$ cat config.mk
export PLATFORM = sky130hd
export DESIGN_NAME = sensor_word_frame_decoder
export DESIGN_NICKNAME = d
export VERILOG_FILES = /design/src/sv/swfd_pkg.sv /design/src/sv/swfd_word_track.sv /design/src/sv/swfd_scale.sv /design/src/sv/sensor_word_frame_decoder.sv
export SDC_FILE = /design/constraint.sdc
export NUM_CORES = 1
export LEC_CHECK = 0
export BUFFER_PORTS_ARGS = -buffer_cell sky130_fd_sc_hd__buf_2
export CAP_MARGIN = 5
export CELL_PAD_IN_SITES_DETAIL_PLACEMENT = 1
export CELL_PAD_IN_SITES_GLOBAL_PLACEMENT = 1
export CORE_AREA = 4 4 167 169
export CTS_CLUSTER_DIAMETER = 50
export DETAILED_ROUTE_END_ITERATION = 8
export DIE_AREA = 0 0 171 173
export GPL_TIMING_DRIVEN = 0
export PLACE_DENSITY_LB_ADDON = 0.08
export SYNTH_ARGS = -nofsm -noshare
export SYNTH_HDL_FRONTEND = slang
export SYNTH_SLANG_ARGS = --single-unit
$ cat constraint.sdc
create_clock -name aclk -period 6.6 [get_ports aclk]
set_input_delay 1.32 -clock aclk [delete_from_list [all_inputs] [get_ports aclk]]
set_output_delay 1.32 -clock aclk [all_outputs]
set_load 0.03 [all_outputs]
$ cat src/sv/swfd_pkg.sv
package swfd_pkg;

    // reply layout
    localparam int BYTES_PER_WORD  = 2;
    localparam int FRAME_BYTES     = 9;
    localparam int WORD_BYTES      = BYTES_PER_WORD + 1;
    localparam int WORDS_RAW       = FRAME_BYTES / WORD_BYTES;
    localparam int WORDS_PER_FRAME = (WORDS_RAW < 1) ? 1 : WORDS_RAW;

    localparam int OFFSET_W = $clog2(WORD_BYTES);
    localparam int WORD_W   = (WORDS_PER_FRAME > 1) ? $clog2(WORDS_PER_FRAME) : 1;

    typedef logic [OFFSET_W-1:0] offset_cnt_t;
    typedef logic [WORD_W-1:0]   word_cnt_t;

    // word kinds
    localparam int WORD_CO2  = 0;
    localparam int WORD_TEMP = 1;
    localparam int WORD_HUM  = 2;

    // fixed-point scaling
    localparam int          GAIN_W      = 15;
    localparam int          PROD_W      = 16 + GAIN_W;
    localparam int          SCALED_W    = 17;
    localparam logic [14:0] TEMP_GAIN   = 15'd17500;
    localparam logic [14:0] HUM_GAIN    = 15'd10000;
    localparam logic [16:0] TEMP_OFFSET = 17'd4500;

    // configuration
    localparam int          CFG_INDEX_W    = 1;
    localparam logic [0:0]  CFG_POLYNOMIAL = 1'b0;
    localparam logic [0:0]  CFG_INITIAL    = 1'b1;
    localparam logic [7:0]  POLY_RESET     = 8'h31;
    localparam logic [7:0]  INIT_RESET     = 8'hFF;

    // result beat layout
    localparam int OUT_DATA_W = 40;

    typedef struct packed {
        logic       emit;
        word_cnt_t  word;
        logic [1:0] word_index;
        logic [15:0] raw_word;
        logic       crc_ok;
        logic       frame_ok;
        logic       last;
    } trk_result_t;

    // msb-first crc-8 over one byte
    function automatic logic [7:0] crc8_byte(logic [7:0] crc_in, logic [7:0] data,
                                             logic [7:0] poly);
        logic [7:0] c;
        c = crc_in ^ data;
        for (int k = 0; k < 8; k++) begin
            c = c[7] ? ((c << 1) ^ poly) : (c << 1);
        end
        return c;
    endfunction

endpackage

$ cat src/sv/swfd_word_track.sv
module swfd_word_track (
    input  logic                  aclk,
    input  logic                  aresetn,
    input  logic                  step_en,
    input  logic [7:0]            rx_byte,
    input  logic                  frame_start,
    input  logic [7:0]            crc_polynomial,
    input  logic [7:0]            crc_initial,
    output swfd_pkg::trk_result_t result
);

    swfd_pkg::offset_cnt_t offset_reg, offset_next, offset_eff;
    swfd_pkg::word_cnt_t   word_reg, word_next, word_eff;
    logic [7:0] crc_reg, crc_next;
    logic [7:0] high_reg, high_next;
    logic [7:0] low_reg, low_next;
    logic       all_good_reg, all_good_next, all_good_eff;
    logic       is_crc_byte, is_last, ok;

    always_comb begin
        offset_eff   = frame_start ? '0 : offset_reg;
        word_eff     = frame_start ? '0 : word_reg;
        all_good_eff = frame_start ? 1'b1 : all_good_reg;

        is_crc_byte = (offset_eff == swfd_pkg::OFFSET_W'(swfd_pkg::BYTES_PER_WORD));
        is_last     = (word_eff == swfd_pkg::WORD_W'(swfd_pkg::WORDS_PER_FRAME - 1));
        ok          = (rx_byte == crc_reg);

        offset_next   = offset_reg;
        word_next     = word_reg;
        crc_next      = crc_reg;
        high_next     = high_reg;
        low_next      = low_reg;
        all_good_next = all_good_reg;

        if (is_crc_byte) begin
            offset_next = '0;
            if (is_last) begin
                word_next     = '0;
                all_good_next = 1'b1;
            end else begin
                word_next     = word_eff + 1'b1;
                all_good_next = all_good_eff & ok;
            end
        end else begin
            offset_next   = offset_eff + 1'b1;
            word_next     = word_eff;
            all_good_next = all_good_eff;
            low_next      = rx_byte;
            if (offset_eff == '0) begin
                crc_next  = swfd_pkg::crc8_byte(crc_initial, rx_byte, crc_polynomial);
                high_next = 8'h00;
            end else begin
                crc_next  = swfd_pkg::crc8_byte(crc_reg, rx_byte, crc_polynomial);
                high_next = low_reg;
            end
        end
    end

    always_comb begin
        result.emit       = is_crc_byte;
        result.word       = word_eff;
        result.word_index = 2'(word_eff);
        result.raw_word   = {high_reg, low_reg};
        result.crc_ok     = ok;
        result.frame_ok   = is_last & all_good_eff & ok;
        result.last       = is_last;
    end

    always_ff @(posedge aclk) begin
        if (!aresetn) begin
            offset_reg   <= '0;
            word_reg     <= '0;
            crc_reg      <= swfd_pkg::INIT_RESET;
            high_reg     <= 8'h00;
            low_reg      <= 8'h00;
            all_good_reg <= 1'b1;
        end else if (step_en) begin
            offset_reg   <= offset_next;
            word_reg     <= word_next;
            crc_reg      <= crc_next;
            high_reg     <= high_next;
            low_reg      <= low_next;
            all_good_reg <= all_good_next;
        end
    end

endmodule

$ cat src/sv/swfd_scale.sv
module swfd_scale (
    input  swfd_pkg::word_cnt_t                word,
    input  logic [15:0]                        raw_word,
    output logic signed [swfd_pkg::SCALED_W-1:0] scaled_value
);

    logic [swfd_pkg::GAIN_W-1:0] gain;
    logic [swfd_pkg::PROD_W-1:0] prod;
    logic [swfd_pkg::SCALED_W-1:0] quot;
    logic is_temp, is_hum;

    always_comb begin
        is_temp = (32'(word) == 32'(swfd_pkg::WORD_TEMP));
        is_hum  = (32'(word) == 32'(swfd_pkg::WORD_HUM));
        gain    = is_temp ? swfd_pkg::TEMP_GAIN : swfd_pkg::HUM_GAIN;
        prod    = swfd_pkg::PROD_W'(raw_word) * swfd_pkg::PROD_W'(gain);
        // floor of product over 65536
        quot    = swfd_pkg::SCALED_W'(prod[swfd_pkg::PROD_W-1:16]);
        priority if (is_temp) begin
            scaled_value = quot - swfd_pkg::TEMP_OFFSET;
        end else if (is_hum) begin
            scaled_value = quot;
        end else begin
            scaled_value = swfd_pkg::SCALED_W'(raw_word);
        end
    end

endmodule

$ cat src/sv/sensor_word_frame_decoder.sv
// channel   | handshake                     | payload
// ----------+-------------------------------+------------------------------------------
// input     | s_axis_tvalid / s_axis_tready | tdata: rx_byte; tuser: frame_start
// result    | m_axis_tvalid / m_axis_tready | tdata: raw, scaled, crc_ok, frame_ok;
//           |                               | tuser: word_index; tlast: last
// config    | cfg_valid / cfg_ready         | cfg_index, cfg_data
//
// one byte per cycle while the result side keeps up; a crc byte, once taken, passes
// the input register, then crc check and scaling into the result register
// reset is synchronous on aresetn low: polynomial 0x31, initial value 0xff, frame restarts
// data bytes never wait in the input register; a crc byte waits there only while a
// finished result beat sits unaccepted in the result register, and input stalls with it
module sensor_word_frame_decoder (
    input  logic        aclk,
    input  logic        aresetn,
    // input beats
    input  logic        s_axis_tvalid,
    output logic        s_axis_tready,
    input  logic [7:0]  s_axis_tdata,   // [7:0] rx_byte
    input  logic        s_axis_tuser,   // [0] frame_start
    // result beats
    output logic        m_axis_tvalid,
    input  logic        m_axis_tready,
    output logic [swfd_pkg::OUT_DATA_W-1:0] m_axis_tdata, // [15:0] raw_word,
                                                       // [32:16] scaled_value,
                                                       // [33] crc_ok, [34] frame_ok,
                                                       // [39:35] zero
    output logic [1:0]  m_axis_tuser,   // [1:0] word_index
    output logic        m_axis_tlast,
    // register writes
    input  logic        cfg_valid,
    output logic        cfg_ready,
    input  logic [swfd_pkg::CFG_INDEX_W-1:0] cfg_index,
    input  logic [7:0]  cfg_data
);

    // configuration registers
    logic [7:0] poly_reg;
    logic [7:0] init_reg;

    // input register
    logic       in_vld_reg, in_vld_next;
    logic [7:0] in_byte_reg;
    logic       in_start_reg;

    // result register
    logic        out_vld_reg, out_vld_next;
    logic [1:0]  out_index_reg;
    logic [15:0] out_raw_reg;
    logic signed [swfd_pkg::SCALED_W-1:0] out_scaled_reg;
    logic        out_crc_ok_reg;
    logic        out_frame_ok_reg;
    logic        out_last_reg;

    swfd_pkg::trk_result_t trk;
    logic signed [swfd_pkg::SCALED_W-1:0] scaled;
    logic out_free;
    logic proceed;
    logic step_en;

    assign cfg_ready = 1'b1;

    always_ff @(posedge aclk) begin
        if (!aresetn) begin
            poly_reg <= swfd_pkg::POLY_RESET;
            init_reg <= swfd_pkg::INIT_RESET;
        end else if (cfg_valid) begin
            unique case (cfg_index)
                swfd_pkg::CFG_POLYNOMIAL: poly_reg <= cfg_data;
                swfd_pkg::CFG_INITIAL:    init_reg <= cfg_data;
                default: ;
            endcase
        end
    end

    // the held byte moves on unless it needs the result register and that is still full
    assign out_free      = !out_vld_reg || m_axis_tready;
    assign proceed       = !in_vld_reg || !trk.emit || out_free;
    assign step_en       = in_vld_reg && proceed;
    assign s_axis_tready = proceed;

    swfd_word_track u_track (
        .aclk           (aclk),
        .aresetn        (aresetn),
        .step_en        (step_en),
        .rx_byte        (in_byte_reg),
        .frame_start    (in_start_reg),
        .crc_polynomial (poly_reg),
        .crc_initial    (init_reg),
        .result         (trk)
    );

    swfd_scale u_scale (
        .word         (trk.word),
        .raw_word     (trk.raw_word),
        .scaled_value (scaled)
    );

    always_comb begin
        in_vld_next = proceed ? s_axis_tvalid : in_vld_reg;
        out_vld_next = out_vld_reg;
        if (out_free) begin
            out_vld_next = step_en && trk.emit;
        end
    end

    always_ff @(posedge aclk) begin
        if (!aresetn) begin
            in_vld_reg  <= 1'b0;
            out_vld_reg <= 1'b0;
        end else begin
            in_vld_reg  <= in_vld_next;
            out_vld_reg <= out_vld_next;
        end
    end

    // payload registers, no reset
    always_ff @(posedge aclk) begin
        if (proceed) begin
            in_byte_reg  <= s_axis_tdata;
            in_start_reg <= s_axis_tuser;
        end
        if (out_free && step_en && trk.emit) begin
            out_index_reg    <= trk.word_index;
            out_raw_reg      <= trk.raw_word;
            out_scaled_reg   <= scaled;
            out_crc_ok_reg   <= trk.crc_ok;
            out_frame_ok_reg <= trk.frame_ok;
            out_last_reg     <= trk.last;
        end
    end

    assign m_axis_tvalid = out_vld_reg;
    assign m_axis_tdata  = {5'b0, out_frame_ok_reg, out_crc_ok_reg, out_scaled_reg,
                            out_raw_reg};
    assign m_axis_tuser  = out_index_reg;
    assign m_axis_tlast  = out_last_reg;

endmodule

# ---- Word-level counts from Yosys, hierarchy flattened
# Index checks and enable logic that the tools add are counted.
dict set report classes {
  add_sub_neg 3
  multipliers 1
  n_eq_ne 4
  n_mux 29
  n_bitwise 23
  reduce_logical 14
}
# op count
set op_table {}
lappend op_table {{2-to-1 mux 8 bit} 18}
lappend op_table {{XOR 8 bit} 18}
lappend op_table {{multiplier 16 x 15 -> 31 bit} 1}
lappend op_table {{2-to-1 mux 17 bit} 1}
lappend op_table {{2-to-1 mux 16 bit} 1}
lappend op_table {{subtractor 15 x 13 -> 16 bit, second input constant} 1}
lappend op_table {{2-to-1 mux 15 bit} 1}
lappend op_table {{2-to-1 mux 2 bit} 5}
lappend op_table {{== test 8 bit} 1}
lappend op_table {{AND reduction 2 bit} 3}
lappend op_table {{adder 2 x 1 -> 2 bit, second input constant} 2}
lappend op_table {{== test 2 bit, second input constant} 2}
lappend op_table {{logical AND 1 bit} 4}
lappend op_table {{AND 1 bit} 3}
lappend op_table {{zero test 1 bit} 3}
lappend op_table {{logical OR 1 bit} 3}
lappend op_table {{2-to-1 mux 1 bit} 3}
lappend op_table {{== test 2 x 1 -> 1 bit, second input constant} 1}
lappend op_table {{zero test 2 bit} 1}
lappend op_table {{inverter 1 bit} 2}
dict set report word_totals {
  reg_bits 94
  input_bits 23
  elab_cells 92
}

# ---- Longest topological paths before layout
# Gate-level depths: netlist of run 1.
dict set report depth {
  word_depth 18
  mapped_depth 31
  mapped_depth_nobuf 29
}

# ---- Modules after synthesis
# Synthesis of run 1 repeated with hierarchy kept, for this count alone.
dict set report hier_totals {
  hier_cells 1334
  hier_area_um2 11956.5
}
# module instances cells_per_inst area_each_um2 seq_area_each_um2
set modules_own_cells {}
lappend modules_own_cells {swfd_scale 1 616 5501.5 0.0}
lappend modules_own_cells {swfd_word_track 1 577 4304.1 580.6}
lappend modules_own_cells {sensor_word_frame_decoder 1 141 2150.8 1771.7}

# ---- Least setup slack after synthesis of run 1
# OpenSTA, ideal clock, no wires.
dict set report synth_path {
  path_type {register -> register}
  start {register in_start_reg}
  end {register out_scaled_reg[14] in the netlist's numbering, data pin}
  arrival_time_ns 6.660
  slack_ns -0.329
  path_stages_with_launch 28
  n_path_buf 2
  synth_period_minus_slack_ns 6.929
  path_cell_list {edfxtp_1 > clkbuf_1 > nor2b_1 > nor2b_1 > clkbuf_1 > nand2_1 > inv_1 > ha_1 > inv_1 > fa_1 > inv_1 > fa_1 > fa_1 > fa_1 > ha_1 > ha_1 > a21o_1 > a21o_1 > a21oi_1 > o21ai_0 > a221o_1 > a311oi_1 > xnor2_1 > a211oi_1 > o311ai_0 > a21boi_0 > xnor2_1 > o21ai_0}
}
# item line
set synth_lines {}
lappend synth_lines {{from (decl)} sensor_word_frame_decoder.sv:44} ;# logic in_start_reg;
lappend synth_lines {{from (signal assigned)} sensor_word_frame_decoder.sv:121} ;# in_start_reg <= s_axis_tuser;
lappend synth_lines {{to (signal assigned)} sensor_word_frame_decoder.sv:126} ;# out_scaled_reg <= scaled;
lappend synth_lines {{to (decl)} sensor_word_frame_decoder.sv:50} ;# logic signed [swfd_pkg::SCALED_W-1:0] out_scaled_reg;

==> results of run 1 <==
-- logic make-up after synthesis --
logic type	synth area share, %
compound gates	13.8
simple gates	18.0
xor+xnor	10.2
flops	20.4
fa+ha+maj	28.4
buf+inv	7.10
other cells	0.0651
mux	2.09
-- layout make-up --
class / instances / area, um2
Timing Repair Buffer: 121 / 791
Buffer: 67 / 383
Multi-Input combinational cell: 1036 / 9440
Clock inverter: 4 / 35.0
Clock buffer: 12 / 258
Tap cell: 341 / 427
Inverter: 133 / 514
Sequential cell: 94 / 2350
Fill cell: 3070 / 12400
-- worst max path at each step --
| stage | cells past startpoint | to | startpoint | slack (ps) |
|---|---|---|---|---|
| finish | 24 | out_scaled_reg[13] | in_start_reg | -190 |
| CTS | 26 | out_scaled_reg[13] | in_start_reg | -70 |
| global route | 26 | out_scaled_reg[13] | in_start_reg | -420 |
| global placement | 28 | out_scaled_reg[14] | in_start_reg | -1390 |
| detailed placement | 28 | out_scaled_reg[13] | in_start_reg | -1510 |
| floorplan | 27 | out_scaled_reg[13] | in_start_reg | 40 |
-- Yosys cell counts, types with 4 or more instances --
cell         n
fa_1        89
o22ai_1      6
buf_4       10
and4_1       5
a211oi_1    14
o211ai_1    12
edfxtp_1    47
nand3_1     65
a21oi_1     36
dfxtp_1     47
mux2i_1     18
a21boi_0    29
or2_2        8
a21o_1      11
a32oi_1      5
and3_1      11
clkbuf_1    53
or4_1        6
a311oi_1     4
nor3_1      14
nand2_1    183
nor4_1       5
a221oi_1     6
a22oi_1      8
nor2_1      56
xor2_1      26
and2_1      18
nand2b_1    12
xnor3_1      6
ha_1       119
inv_1      132
o2111ai_1    6
o21ai_0     29
xnor2_1     76
nor2b_1     12
nand4_1     19
-- worst register-to-register path: cells and delay by family (launching register included) --
family          cells  cell delay, ps
fa+ha+maj           7            2750
compound gates      8            2040
flops               1             490
simple gates        3             450
buf+inv             4             420
xor+xnor            2             360
-- routing by layer --
layer	global-route usage (%)	wire length (um)
met1	31.2	16100
met2	50.9	21400
met5	0	0
met3	2.24	923
met4	11.2	1930
-- through the flow --
step                std cells  util, %  hold slack [ps]
floorplan                1333        -              439
global placement         1736     46.9              457
detailed placement       1738     47.1              473
CTS                      1795     52.2              489
global route             1808     53.4              512
finish                   1808     53.4              481
-- what timing repair did --
action | 4_1_cts | 5_1_grt
setup buffers | 45 | 13
pin swaps | 72 | 21
endpoints found under the setup margin | 15 | 10
gates resized for setup | 147 | 41
-- power breakdown --
| group | internal, uW | switching, uW |
|---|---|---|
| clock | 285 | 264 |
| sequential | 631 | 41.7 |
| combinational | 926 | 1180 |
==> flow_summary.json, run 1 <==
{
  "max_freq_mhz": 147,
  "dieArea_um2": 29600,
  "place_ws_ps": -1510,
  "r2r_slack_ps": -190,
  "synth_ff_type": "edfxtp_1",
  "crit_arrival_ps": 6870,
  "path_buf_inv": 4,
  "clockBufferDepth": 2,
  "yosysWarnings": 0,
  "viasPerCell": 5.71,
  "cp.required_ps": 6680,
  "postPlaceCellArea_um2": 12500,
  "final_cell_mix": "nand2_1 (172), inv_1 (108), ha_1 (88)",
  "postLayoutSetupSlackWorst_ps": -190,
  "timing.rr.start": "in_start_reg",
  "die_x_um": 171,
  "critPathMaxFanout": 6,
  "clk_pin_slew_ps": 80,
  "grt_pass1_wl_mm": 62.6,
  "synth_top_area_share_pct": 15.4,
  "start_util_pct": 43.4,
  "p_per_area_nw_per_um2": 234,
  "final_nets": 1693,
  "hp-start": "init_reg[2]",
  "cts_tree": "yes",
  "grt_usage_pct": 27.1,
  "synth_area_per_cell_um2": 8.87,
  "hold_path_class": "reg2reg",
  "synthCells": 1300,
  "ir_drop_v": 0.000145,
  "avgRoutedWirePerCell_um": 22.3,
  "die_h_um": 173,
  "path_common_cell": "fa_1",
  "cts_hold_buf": 0,
  "final_area_um2": 14200,
  "r2r_end": "out_scaled_reg[13]",
  "port_buffers": 62,
  "postSynth.asyncResetShare_pct": 0,
  "grt_pass1_vias": 11400,
  "slowest_delay_ps": 590,
  "largest_reg_flops": 17,
  "crit_type": "reg2reg",
  "r2r_cells": 24,
  "insertedDiodeCount": 0,
  "clock_latency_ps": 370,
  "grt_max_degree": 27,
  "setup_viol": 7,
  "final_max_slew_viol_count": 0,
  "ys_types": 89,
  "totalPowerFinal_uw": 3330,
  "h-tree-depth": 3,
  "ys_top_cells_by_area": "fa_1 (15%), ha_1 (13%), edfxtp_1 (12%)",
  "fin_crit_ps": 6790,
  "gp_congestion": 0.873,
  "tightest_slew_ps": 1070,
  "p_leak_uw": 0.00645,
  "wl_mm": 40.4,
  "crit_chain": "nor2b_4 -> nor2b_4 -> clkbuf_16 -> nand2_8 -> inv_4 -> ha_4 -> inv_1 -> fa_1 -> inv_1 -> fa_1 -> fa_1 -> fa_1 -> ha_4 -> ha_4 -> a21o_1 -> a21oi_2 -> o21ai_2 -> a221o_2 -> a21o_1 -> a221oi_4 -> xnor2_2 -> o31a_1 -> xnor2_2 -> o221ai_2",
  "drt_pass1_iterations": 5,
  "synth_area_um2": 11500,
  "hold_depth": 2,
  "rows": 60,
  "drt_iter0_drc": 580,
  "ys_seq_area_share_pct": 20.4,
  "min_to": "init_reg[2]",
  "hold_violations": 0,
  "worst_path_max_delay_cell": "fa_1",
  "layout_commonest_cell": "nand2_1",
  "ys_ff_latch": 94,
  "max_slew_margin_pct": 26.9,
  "antenna_found_initial": 0,
  "synth_top_area_cell": "fa_1",
  "drcViolationCount": 0,
  "grt-ovfl-total": 0,
  "rsz0062_at_grt": "true",
  "fin_crit_sh_pct": 103,
  "clock_sinks": 94,
  "path_delay_family": "adder cells",
  "numCtsBuffers": 9,
  "critPathLaunchType": "flop",
  "core_area_um2": 26600,
  "route.vias.total": 10300,
  "drive_above_1_share_pct": 21.4,
  "crit_path_end_kind": "flop",
  "fin_worst_skew_ps": 15.1,
  "violations": "setup timing",
  "finalSetupTns_ps": -841,
  "status": "complete, but fails checks",
  "synth-edff-count": 47,
  "cts-root-buf": "clkbuf_16",
  "ant_nets": 0,
  "ios": 69,
  "dpl.hpwl_mm": 29.9,
  "drv_cap": 0,
  "area_growth_pct": 23.1
}
Power figures use the tool's default switching activity.
==> run 2, diff against run 1 <==
- CORE_AREA: 4 4 167 169 -> 2 2 167 169
- DIE_AREA: 0 0 171 173 -> 0 0 169 171
==> run 2 against run 1 <==
  * The flow still finishes with violations (setup timing)
  * Routed wire length shrank 2.4%
  * Fmax is essentially flat
  * Sequential power is essentially flat
  * Sequential share of layout area grew 0.11 points
  * Total power grew 0.30%
  * Via count shrank 1.4%
  * Critical path depth is the same
  * Die area shrank 2.3%
  * Global-route usage grew 0.54 points
  * First-iteration DRC count shrank 16%
  * Largest cell class unchanged
  * Highest routed layer unchanged
==> flow_summary.json, run 2 (synthesis results as in run 1) <==
{
  "viasPerCell": 5.61,
  "drt_pass1_iterations": 5,
  "final_cell_mix": "nand2_1 (172), inv_1 (111), ha_1 (91)",
  "grt_max_degree": 21,
  "grt-ovfl-total": 0,
  "ios": 69,
  "dpl.cell_count": 1743,
  "cts_hold_buf": 0,
  "fin_hold_ws_ps": 483,
  "place_ws_ps": -1490,
  "grt_pass1_wl_mm": 60.3,
  "cp.required_ps": 6670,
  "critPathLaunchType": "flop",
  "port_buffers": 62,
  "clk_pin_slew_ps": 80,
  "rsz0062_at_grt": "true",
  "hold_path_class": "reg2reg",
  "postPlaceCellArea_um2": 12500,
  "cts-root-buf": "clkbuf_16",
  "drt_iter0_drc": 485,
  "fin_crit_sh_pct": 103,
  "grt_usage_pct": 27.6,
  "die_h_um": 171,
  "postLayoutSetupSlackWorst_ps": -188,
  "die_x_um": 169,
  "layout_commonest_cell": "nand2_1",
  "max_slew_margin_pct": 24.2,
  "dpl.hpwl_mm": 29.8,
  "crit_type": "reg2reg",
  "drive_above_1_share_pct": 21.2,
  "final_area_um2": 14100,
  "crit_arrival_ps": 6860,
  "postLayoutCoreUtil_pct": 51.6,
  "r2r_cells": 24,
  "clock_sinks": 94,
  "largest_reg_flops": 17,
  "status": "complete, but fails checks",
  "hold_depth": 2,
  "hold_violations": 0,
  "wl_mm": 39.4,
  "gp_congestion": 0.846,
  "drv_cap": 0,
  "core_area_um2": 27300,
  "clock_latency_ps": 370,
  "dieArea_um2": 28900,
  "critPathMaxFanout": 8,
  "fin_crit_ps": 6790,
  "tightest_slew_ps": 1110,
  "fin_worst_skew_ps": 16.5,
  "fin_cells": 1816,
  "drcViolationCount": 0,
  "final_nets": 1696,
  "p_leak_uw": 0.00650,
  "antenna_found_initial": 0,
  "p_per_area_nw_per_um2": 237,
  "insertedDiodeCount": 0,
  "crit_path_end_kind": "flop",
  "max_freq_mhz": 147,
  "final_max_slew_viol_count": 0,
  "area_growth_pct": 22.3,
  "ant_nets": 0,
  "avgRoutedWirePerCell_um": 21.7,
  "r2r_slack_ps": -190,
  "route.vias.total": 10200,
  "violations": "setup timing",
  "numCtsBuffers": 9,
  "setup_viol": 8,
  "h-tree-depth": 3,
  "grt_pass1_vias": 10800,
  "ir_drop_v": 0.000103,
  "clockBufferDepth": 2,
  "start_util_pct": 42.2,
  "rows": 61,
  "cts_tree": "yes"
}
run 2: report_power, final:
| group | internal (uW) | switching, uW |
|---|---|---|
| registers | 631 | 41.4 |
| clock network | 259 | 260 |
| logic | 944 | 1200 |
| total | 1830 | 1500 |
run 2: area by class of cell:
| class | instances | area (um2) |
|---|---|---|
| plain buffers | 67 | 367 |
| clock buffers | 10 | 229 |
| clock inverters | 6 | 46.3 |
| fillers | 3233 | 13200 |
| inverters | 133 | 509 |
| multi-input cells | 1036 | 9360 |
| flip-flops and latches | 94 | 2350 |
| well taps | 346 | 433 |
| repair buffers | 124 | 811 |
run 2: metal layers:
metal  wire (um)  GRT usage, %  vias to the layer above
met1       16200          31.5                     5111
met5           0             0                        -
li1            -             -                     4788
met2       20500          51.2                      185
met3         831          2.61                       97
met4        1850          14.9                        0
run 2: per-stage QoR:
step / total power (uW) / setup TNS, ps
floorplan: 1990 / 0
global placement: 2340 / -13020
detailed placement: 2380 / -15090
CTS: 3220 / -123
global route: 3550 / -2570
finish: 3340 / -847
run 2: path summary, 6_finish.rpt:
path                                            to    startpoint
worst max-delay path            out_scaled_reg[13]  in_start_reg
worst min-delay path                   init_reg[3]   init_reg[3]
worst max register to register  out_scaled_reg[13]  in_start_reg
worst min register to register         init_reg[3]   init_reg[3]
run 2: repair_timing:
action | CTS | global route
setup endpoints to repair | 15 | 10
pin swaps | 64 | 44
resized for setup | 130 | 43
setup buffers | 48 | 13
gates cloned | 0 | 0
run 2: worst max-delay path, cell delays in order (launching register included):
cell and delay (ps):
edfxtp_1 460, buf_4 170, buf_4 160, nor4bb_1 820, or2_2 260, ha_1 230
inv_1 70, fa_1 420, inv_1 80, fa_1 430, fa_2 560, ha_4 210
ha_4 280, o21ai_2 70, a32oi_2 230, and3_4 240, buf_4 110, a311oi_4 100
buf_4 180, o31a_1 320, a211oi_4 300, nor3_4 70, o31a_1 360, xnor2_1 220
o221ai_2 150
